--- src/rtl/sitld_pkg.sv ---
`timescale 1ns / 1ps

package sitld_pkg;

  localparam int NUM_W      = 28;
  localparam int MAG_W      = 27;
  localparam int CFG_IDX_W  = 4;
  localparam int CFG_DATA_W = 8;

  localparam logic [CFG_IDX_W-1:0] CFG_DECODE_MODE  = 4'd0;
  localparam logic [CFG_IDX_W-1:0] CFG_CLEAR_DIGITS = 4'd1;

  localparam logic [7:0] BLANK_CODE = 8'h0F;
  localparam logic [7:0] MINUS_CODE = 8'h0A;
  localparam logic [7:0] CLEAR_CODE = 8'h00;
  localparam logic [7:0] DIGIT_BASE = 8'h30;

  localparam logic [3:0] CLEAR_DIGITS_RST = 4'd8;

  typedef enum logic [5:0] {
    ST_IDLE   = 6'b000001,
    ST_SAT    = 6'b000010,
    ST_CONV   = 6'b000100,
    ST_LEN    = 6'b001000,
    ST_CLEAR  = 6'b010000,
    ST_DIGITS = 6'b100000
  } state_t;

  function automatic longint pow10(input int n);
    longint p;
    p = 1;
    for (int i = 0; i < n; i++) begin
      p = p * 10;
    end
    return p;
  endfunction

endpackage

--- src/rtl/signed_int_to_led_digit_writes.sv ---
`timescale 1ns / 1ps

// an accepted input beat passes through ST_SAT, ST_CONV and ST_LEN before the
// first write beat; numbers are taken one at a time, paced by the binary to bcd
// 27-step bit-serial shift and one write beat per cycle while out_ready is high
// a new number is taken while the final write beat still waits at the output
// rst_n is synchronous, active low: control idles, decode_mode 0, clear_digits 8

module signed_int_to_led_digit_writes #(
  parameter int DIGIT_COUNT = 8
) (
  input  logic                              clk,
  input  logic                              rst_n,
  input  logic                              in_valid,
  output logic                              in_ready,
  input  logic signed [sitld_pkg::NUM_W-1:0] in_number_value,
  output logic                              out_valid,
  input  logic                              out_ready,
  output logic [3:0]                        out_reg_address,
  output logic [7:0]                        out_reg_data,
  output logic                              out_last_write,
  input  logic                              cfg_valid,
  output logic                              cfg_ready,
  input  logic [sitld_pkg::CFG_IDX_W-1:0]   cfg_index,
  input  logic [sitld_pkg::CFG_DATA_W-1:0]  cfg_data
);

  import sitld_pkg::*;

  localparam int BCD_W = 4 * DIGIT_COUNT;
  localparam logic signed [NUM_W-1:0] SAT_HI = NUM_W'(pow10(DIGIT_COUNT) - 1);
  localparam logic signed [NUM_W-1:0] SAT_LO = NUM_W'(1 - pow10(DIGIT_COUNT - 1));
  localparam logic [3:0] DC4 = 4'(DIGIT_COUNT);
  localparam logic [4:0] LAST_STEP = 5'(MAG_W - 1);

  state_t                   state_r, state_nxt;
  logic signed [NUM_W-1:0]  num_r, num_nxt;
  logic                     neg_r, neg_nxt;
  logic [MAG_W-1:0]         mag_r, mag_nxt;
  logic [BCD_W-1:0]         bcd_r, bcd_nxt;
  logic [4:0]               cnt_r, cnt_nxt;
  logic [3:0]               blank_r, blank_nxt;
  logic [3:0]               addr_r, addr_nxt;
  logic [7:0]               decode_mode_r;
  logic [3:0]               clear_digits_r;
  logic                     out_valid_r, out_valid_nxt;
  logic [3:0]               out_addr_r, out_addr_nxt;
  logic [7:0]               out_data_r, out_data_nxt;
  logic                     out_last_r, out_last_nxt;

  logic                     emit_ok;
  logic [3:0]               top;
  logic [BCD_W-1:0]         adj;
  logic [3:0]               nd;
  logic signed [NUM_W-1:0]  sat_v;

  assign in_ready        = (state_r == ST_IDLE);
  assign cfg_ready       = 1'b1;
  assign out_valid       = out_valid_r;
  assign out_reg_address = out_addr_r;
  assign out_reg_data    = out_data_r;
  assign out_last_write  = out_last_r;

  assign emit_ok = !out_valid_r || out_ready;
  assign top     = (clear_digits_r > DC4) ? DC4 : clear_digits_r;

  always_comb begin
    for (int j = 0; j < DIGIT_COUNT; j++) begin
      adj[4*j +: 4] = (bcd_r[4*j +: 4] >= 4'd5) ? bcd_r[4*j +: 4] + 4'd3 : bcd_r[4*j +: 4];
    end
  end

  always_comb begin
    nd = 4'd1;
    for (int j = 0; j < DIGIT_COUNT; j++) begin
      if (bcd_r[4*j +: 4] != 4'd0) begin
        nd = 4'(j + 1);
      end
    end
  end

  always_comb begin
    sat_v = num_r;
    if (num_r > SAT_HI) begin
      sat_v = SAT_HI;
    end
    if (num_r < SAT_LO) begin
      sat_v = SAT_LO;
    end
  end

  always_comb begin
    state_nxt     = state_r;
    num_nxt       = num_r;
    neg_nxt       = neg_r;
    mag_nxt       = mag_r;
    bcd_nxt       = bcd_r;
    cnt_nxt       = cnt_r;
    blank_nxt     = blank_r;
    addr_nxt      = addr_r;
    out_valid_nxt = out_valid_r && !out_ready;
    out_addr_nxt  = out_addr_r;
    out_data_nxt  = out_data_r;
    out_last_nxt  = out_last_r;
    unique case (state_r)
      ST_IDLE: begin
        if (in_valid) begin
          num_nxt   = in_number_value;
          state_nxt = ST_SAT;
        end
      end
      ST_SAT: begin
        neg_nxt   = sat_v[NUM_W-1];
        mag_nxt   = sat_v[NUM_W-1] ? MAG_W'(-sat_v) : MAG_W'(sat_v);
        bcd_nxt   = '0;
        cnt_nxt   = '0;
        state_nxt = ST_CONV;
      end
      ST_CONV: begin
        if (BCD_W > 1) begin
          bcd_nxt = {adj[BCD_W-2:0], mag_r[MAG_W-1]};
        end
        mag_nxt = {mag_r[MAG_W-2:0], 1'b0};
        cnt_nxt = cnt_r + 5'd1;
        if (cnt_r == LAST_STEP) begin
          state_nxt = ST_LEN;
        end
      end
      ST_LEN: begin
        blank_nxt = DC4 - nd - {3'b000, neg_r};
        if (decode_mode_r == 8'd0) begin
          addr_nxt  = 4'd0;
          state_nxt = ST_CLEAR;
        end else if (top == 4'd0) begin
          addr_nxt  = 4'd1;
          state_nxt = ST_DIGITS;
        end else begin
          addr_nxt  = 4'd1;
          state_nxt = ST_CLEAR;
        end
      end
      ST_CLEAR: begin
        if (emit_ok) begin
          out_valid_nxt = 1'b1;
          out_addr_nxt  = addr_r;
          out_data_nxt  = (decode_mode_r == 8'd0) ? CLEAR_CODE : BLANK_CODE;
          out_last_nxt  = 1'b0;
          if (addr_r == top) begin
            addr_nxt  = 4'd1;
            state_nxt = ST_DIGITS;
          end else begin
            addr_nxt = addr_r + 4'd1;
          end
        end
      end
      ST_DIGITS: begin
        if (emit_ok) begin
          out_valid_nxt = 1'b1;
          out_addr_nxt  = addr_r;
          out_last_nxt  = (addr_r == DC4);
          if (addr_r <= blank_r) begin
            out_data_nxt = BLANK_CODE;
          end else if (neg_r && addr_r == DC4) begin
            out_data_nxt = MINUS_CODE;
          end else begin
            out_data_nxt = DIGIT_BASE + {4'b0000, bcd_r[3:0]};
            bcd_nxt      = bcd_r >> 4;
          end
          addr_nxt = addr_r + 4'd1;
          if (addr_r == DC4) begin
            state_nxt = ST_IDLE;
          end
        end
      end
      default: begin
        state_nxt = ST_IDLE;
      end
    endcase
  end

  always_ff @(posedge clk) begin
    if (!rst_n) begin
      state_r        <= ST_IDLE;
      out_valid_r    <= 1'b0;
      decode_mode_r  <= 8'd0;
      clear_digits_r <= CLEAR_DIGITS_RST;
    end else begin
      state_r     <= state_nxt;
      out_valid_r <= out_valid_nxt;
      if (cfg_valid && cfg_ready) begin
        if (cfg_index == CFG_DECODE_MODE) begin
          decode_mode_r <= cfg_data;
        end else if (cfg_index == CFG_CLEAR_DIGITS) begin
          clear_digits_r <= cfg_data[3:0];
        end
      end
    end
  end

  always_ff @(posedge clk) begin
    num_r      <= num_nxt;
    neg_r      <= neg_nxt;
    mag_r      <= mag_nxt;
    bcd_r      <= bcd_nxt;
    cnt_r      <= cnt_nxt;
    blank_r    <= blank_nxt;
    addr_r     <= addr_nxt;
    out_addr_r <= out_addr_nxt;
    out_data_r <= out_data_nxt;
    out_last_r <= out_last_nxt;
  end

`ifndef SYNTHESIS
  a_last_on_top_reg: assert property (@(posedge clk) disable iff (!rst_n)
    out_valid_r && out_last_r |-> out_addr_r == DC4)
    else $error("final write beat not on top digit register");

  a_busy_after_accept: assert property (@(posedge clk) disable iff (!rst_n)
    in_valid && in_ready |=> !in_ready)
    else $error("input accepted while a number is in flight");

  a_noop_reg_cleared: assert property (@(posedge clk) disable iff (!rst_n)
    out_valid_r && out_addr_r == 4'd0 |-> out_data_r == CLEAR_CODE)
    else $error("register zero written with nonzero data");

  a_conv_count: assert property (@(posedge clk) disable iff (!rst_n)
    state_r == ST_CONV |-> cnt_r <= LAST_STEP)
    else $error("bcd shift count overran");
`endif

endmodule
--- config.mk ---
export PLATFORM = sky130hd
export DESIGN_NAME = signed_int_to_led_digit_writes
export DESIGN_NICKNAME = d
export VERILOG_FILES = /design/src/rtl/sitld_pkg.sv /design/src/rtl/signed_int_to_led_digit_writes.sv
export SDC_FILE = /design/constraint.sdc
export NUM_CORES = 1
export LEC_CHECK = 0
export ABC_CLOCK_PERIOD_IN_PS = 4000
export BUFFER_PORTS_ARGS = -buffer_cell sky130_fd_sc_hd__buf_2
export CAP_MARGIN = 20
export CORE_MARGIN = 10
export CORE_UTILIZATION = 30
export CTS_CLUSTER_SIZE = 16
export DETAILED_ROUTE_END_ITERATION = 7
export GPL_TIMING_DRIVEN = 0
export HOLD_SLACK_MARGIN = 0.02
export PLACE_DENSITY_LB_ADDON = 0.2
export SYNTH_ARGS = -nofsm -noshare
export SYNTH_HDL_FRONTEND = slang
export SYNTH_SLANG_ARGS = --single-unit
--- constraint.sdc ---
create_clock -name clk -period 4 [get_ports clk]
set_input_delay 0.8 -clock clk [delete_from_list [all_inputs] [get_ports clk]]
set_output_delay 0.8 -clock clk [all_outputs]
set_load 0.005 [all_outputs]
# [Word-level counts from Yosys, hierarchy flattened]
# Cells that the tools add are included.
# W data, S select, Z words.
[totals] regBits=133 out_inout_bits=16
[op_classes] mux=50 bitwise_logic=1 reduce_logical=28 addsub=14 eq_ne=18 n_lt_le_gt_ge=12
[ops] operator="$mux W32" n=3
[ops] operator="$pmux W32 S3" n=1
[ops] operator="$mux W4" n=18
[ops] operator="$mux W28" n=2
[ops] operator="$pmux W27 S2" n=1
[ops] operator="$mux W6" n=8
[ops] operator="$pmux W6 S6" n=1
[ops] operator="$ge A4 B3 Y1 const B" n=8
[ops] operator="$add A4 B2 Y4 const B" n=7
[ops] operator="$gt A28 B28 Y1 const B" n=1
[ops] operator="$lt A28 B25 Y1 const B" n=1
[ops] operator="$reduce_bool A4 Y1" n=7
[ops] operator="$mux W27" n=1
[ops] operator="$neg A27 Y27" n=1
[ops] operator="$mux W8" n=2
[ops] operator="$ne A2 B2 Y1 const B" n=8
[ops] operator="$pmux W8 S2" n=1
[ops] operator="$mux W7" n=2
[ops] operator="$pmux W4 S3" n=1
[ops] operator="$pmux W5 S2" n=1
[ops] operator="$reduce_and A3 Y1" n=3
[ops] operator="$logic_not A4 Y1" n=2
[ops] operator="$logic_not A8 Y1" n=1
[ops] operator="$add A6 B4 Y7 const A" n=1
[ops] operator="31 further kinds" n=41

# [Logic depth before layout (Yosys ltp)]
[logic_depth] word_depth=10 mapped_depth=13 ltp_nobuf=12

# [Worst setup path after synthesis]
# OpenSTA, ideal clock, no wires.
[synth_path] kind="register -> register" from="reg state_r[4]" to="reg bcd_r[0] (enable)" required_time_ns=3.572 path_stages_with_launch=8 path_buffers=0 setup_ns=0.428 slack_ns=0.361 arrival_ns=3.211 cell_sequence="dfxtp_1 or2_2 or3_1 nor3b_2 nand2_1 nor2_1 nand2_1 o21bai_1"
[synth_between] elab_chain_cells=3 elab_cells_between_ends=8 cone_classes="eq/ne: 6; reduce/logical: 2"
[synth_lines] element="start: declaration" line_no="signed_int_to_led_digit_writes.sv:36" rtl="state_t state_r, state_nxt;"
[synth_lines] element="start signal: assignment" line_no="signed_int_to_led_digit_writes.sv:188" rtl="state_r <= state_nxt;"
[synth_lines] element="$eq A6 B6 Y1, or another cell as far along" line_no="signed_int_to_led_digit_writes.sv:105" rtl="unique case (state_r)"
[synth_lines] element="$ne A2 B2 Y1 (no line) / $reduce_bool A3 Y1 (equally long branches)"
[synth_lines] element="$reduce_and A4 Y1 (no line) *"
[synth_lines] element="end signal: assignment" line_no="signed_int_to_led_digit_writes.sv:204" rtl="bcd_r <= bcd_nxt;"
[synth_lines] element="end: declaration" line_no="signed_int_to_led_digit_writes.sv:40" rtl="logic [BCD_W-1:0] bcd_r, bcd_nxt;"
# Every way passes the cells marked *; elsewhere a longest branch is shown, timed or not.
# A chain may end at the register's enable or synchronous reset.

# [Worst setup path in the final report]
[layout_path] from="reg num_r[11]" to="reg mag_r[20], data pin"
[layout_between] elab_chain_cells=6 elab_cells_between_ends=7 cone_classes="add/sub: 1; order compare: 2; mux: 4"
[layout_lines] element="start: declaration" line_no="signed_int_to_led_digit_writes.sv:37" rtl="logic signed [NUM_W-1:0] num_r, num_nxt;"
[layout_lines] element="start signal: assignment" line_no="signed_int_to_led_digit_writes.sv:201" rtl="num_r <= num_nxt;"
[layout_lines] element="$gt A28 B28 Y1" line_no="signed_int_to_led_digit_writes.sv:84" rtl="if (num_r > SAT_HI) begin"
[layout_lines] element="$mux W28" line_no="signed_int_to_led_digit_writes.sv:84"
[layout_lines] element="$mux W28 *" line_no="signed_int_to_led_digit_writes.sv:87" rtl="if (num_r < SAT_LO) begin"
[layout_lines] element="$neg A27 Y27" line_no="signed_int_to_led_digit_writes.sv:114" rtl="mag_nxt = sat_v[NUM_W-1] ? MAG_W'(-sat_v) : MAG_W'(sat_v);"
[layout_lines] element="$mux W27 *" line_no="signed_int_to_led_digit_writes.sv:114"
[layout_lines] element="$pmux W27 S2 *" line_no="signed_int_to_led_digit_writes.sv:105"
[layout_lines] element="named net mag_nxt[20]" line_no="signed_int_to_led_digit_writes.sv:39" rtl="logic [MAG_W-1:0] mag_r, mag_nxt;"
[layout_lines] element="end signal: assignment" line_no="signed_int_to_led_digit_writes.sv:203" rtl="mag_r <= mag_nxt;"
[layout_lines] element="end: declaration" line_no="signed_int_to_led_digit_writes.sv:39"
# Mark *: on every way through the listed nets, which the timed path passes. The rest lies on a longest branch.

==> results.toml <==
[yosys]
yosys.area.top_type_share_pct = 47.4
synth_seq_cells = 130
synth_compound_area_share_pct = 14.1
synth_cell_types = 64
synthArstFlopShare_pct = 0
avgSynthCellArea_um2 = 10.2
synthMuxAreaShare_pct = 1.85
synthSimpleGateAreaFrac_pct = 17.6
yosysTopAreaCell = "edfxtp_1"
synth_adder_area_share_pct = 4.99
synth_top_family_by_area = "simple AND/OR/NAND/NOR gates"
syn_area_um2 = 7030
yosysMostFrequentCell = "edfxtp_1"
synth-xor-area-share_pct = 4.86
synthTopCellsByArea = "edfxtp_1 (47%), dfxtp_1 (5.4%), ha_1 (5.0%)"
yosysWarningCount = 0
netlist_top_cells_count = "edfxtp_1 (111), nand2_1 (79), nor2_1 (69)"
synth_edf_count = 111
postSynthCellCount = 691
synth-seq-area-share_pct = 52.9
synth_flop_cell = "edfxtp_1"

[floorplanning]
row_count = 55
die_area_um2 = 29900
die_y_um = 173
initial_core_util_pct = 30.8
io_pins = 61
core_um2 = 22800
die_w_um = 173

[hold_path]
hp-start = "decode_mode_r[2]"
hold_path_depth = 2
hold_end = "decode_mode_r[2]"
hp-class = "flop to flop"

[clock_tree]
cts_buffer_depth = 2
ctsHoldBuffers = 0
cts_sinks = 130
path_clk_slew_ns = 0.07
cts_buffers = 17
clock_latency_ns = 0.43
root_buffer = "clkbuf_16"
htreeDepth = 4
cts_tree = "built"

[place]
pre_cts_slack_ns = 0.0497
port_buffers = 57
gp_congestion = 0.810
dp_hpwl_um = 12200

[global_route]
grt_max_degree = 34
grt_pass1_vias = 5367
grt_pass1_wl_um = 27900
grt_util_all_layers_pct = 11.3
grt.overflow.total = 0
antenna_found_initial = 0

[route]
wirelength_um = 16700
via_per_inst = 4.77
dr.pass1.iters = 5
post_drt_wl_per_cell_um = 15.2
drc = 0
vias = 5233
first_iter_violations = 273
ant_nets = 0

[layout]
seq_area_um2 = 3710
drive_gt1_share_pct = 15.3
final_nets = 845
fillers = 2338
area_growth_pct = 19.8
multi_input_area_um2 = 3110
diodes = 0

[setup_path]
crit_fanout = 10
crit_type = "flop to flop"
startpoint_type = "flop"
end_kind = "flop"
timing.rr.end = "mag_r[20]"
arrival_ns = 3.88
ff2ff_path_depth = 13
reg2reg_from = "num_r[11]"
r2r_slack_ns = 0.27
crit_required_ns = 4.15

[sta]
hold_ws_ns = 0.499
postLayoutSetupSlackWorst_ns = 0.271
slew_headroom_pct = 45.2
tightest_slew_ns = 0.819
clock.fmax_mhz = 268
setup_viol = 0
drv_slew = 0
fin_skew_ns = 0.0132
min_period_ns = 3.73
hold_violations = 0
period_share_pct = 93.2

[job]
max_cap_violations = 0

[power_and_ir_drop]
leakagePower_uw = 0.00305
power_density_nw_per_um2 = 462
vdd_drop_max_v = 0.000268

[status]
outcome = "complete, no violations"
==> power by group <==
group          switching, uW  leakage [uW]  internal, uW
logic                    332       0.00157           234
clock network            628      0.000302           948
registers                114       0.00118          1630
==> through the flow <==
step,power [uW],TNS (ns),cell area [um2],cells,utilization (%)
after CTS,3920,0,8380,1096,36.7
after global placement,2320,-29.41,7710,1062,33.7
after global routing,4080,-0.0166,8420,1098,36.9
after floorplan,2140,0,7030,692,-
after detailed placement,2340,0,7770,1064,34.0
final,3890,0,8420,1098,36.9
==> cells in the final DEF (no fill, tap or decap), drive strengths merged, types with 2 or more instances in the layout <==
master    n
edfxtp  111
nand2    79
nor2     69
buf      68
o21ai    67
a21oi    54
clkbuf   41
inv      40
ha       28
xnor2    24
dfxtp    19
xor2     15
nor3b    14
nand2b   13
mux2i    13
nand3    12
nor4     10
o31ai     9
or3       8
nor3      8
o211ai    6
nor2b     6
a31oi     5
nand3b    5
or2       5
clkinv    5
nand4     4
o311ai    4
and3      3
and2      3
conb      3
o41ai     3
nor4b     2
o31a      2
a21o      2
a221oi    2
o22ai     2
or4b      2
or4       2
==> final cells by class <==
cell class | count | share of cell area, %
clock buffer | 21 | 6.24
timing repair buffer | 61 | 4.13
clock inverter | 11 | 0.981
buffer | 27 | 1.41
inverter | 35 | 1.56
tap | 313 | 4.65
multi-input combinational | 500 | 36.9
sequential | 130 | 44.1
==> kinds of logic (layout without fill, tap and decap cells) <==
group / Yosys count / count (layout)
DFF: 130 / 130
xor gates and xnor gates: 39 / 39
buffers and inverters: 62 / 155
adders and majority gates: 28 / 28
AOI/OAI and AO/OA: 168 / 168
other: 2 / 3
muxes: 13 / 13
and+or+nand+nor: 249 / 249
==> layer usage <==
metal	up-vias	GRT usage (%)	routed length (um)
met5	-	0	0
met4	0	4.24	200
met3	13	2.90	579
met2	91	17.7	7770
met1	2457	14.7	8170
li1	2672	-	-
==> worst max-delay path, stage by stage, from the launching register on <==
cell      delay, ns
edfxtp_1       0.47
nor4_2         0.42
nor4b_1        0.09
and3_1         0.20
or2_1          0.19
buf_2          0.15
clkbuf_1       0.23
o21ai_0        0.23
ha_2           0.29
nand3_1        0.18
or4_4          0.47
o41ai_2        0.24
xnor2_1        0.18
a21oi_1        0.10
==> worst max-delay path by stage <==
stage / start / endpoint / slack (ns)
2_1_floorplan: state_r[4] / bcd_r[0] / 0.36
3_3_place_gp: state_r[4] / bcd_r[15] / -0.92
3_5_place_dp: num_r[4] / mag_r[20] / 0.05
4_1_cts: num_r[4] / mag_r[20] / 0.03
5_1_grt: num_r[4] / mag_r[20] / -0.02
6_report: num_r[11] / mag_r[20] / 0.27
==> flip-flops by register name, indices dropped and copies added, names as in the netlist, 4 cells and up <==
signal	count
clear_digits_r	4
num_r	28
state_r	6
cnt_r	5
mag_r	27
addr_r	4
decode_mode_r	8
out_reg_address	4
out_reg_data	5
blank_r	4
bcd_r	32
==> what timing repair did <==
item | in CTS | in global routing
resized for setup | 0 | 6
setup endpoints to repair | 0 | 6
setup buffers | 0 | 1
(Power assumes the default switching activity.)
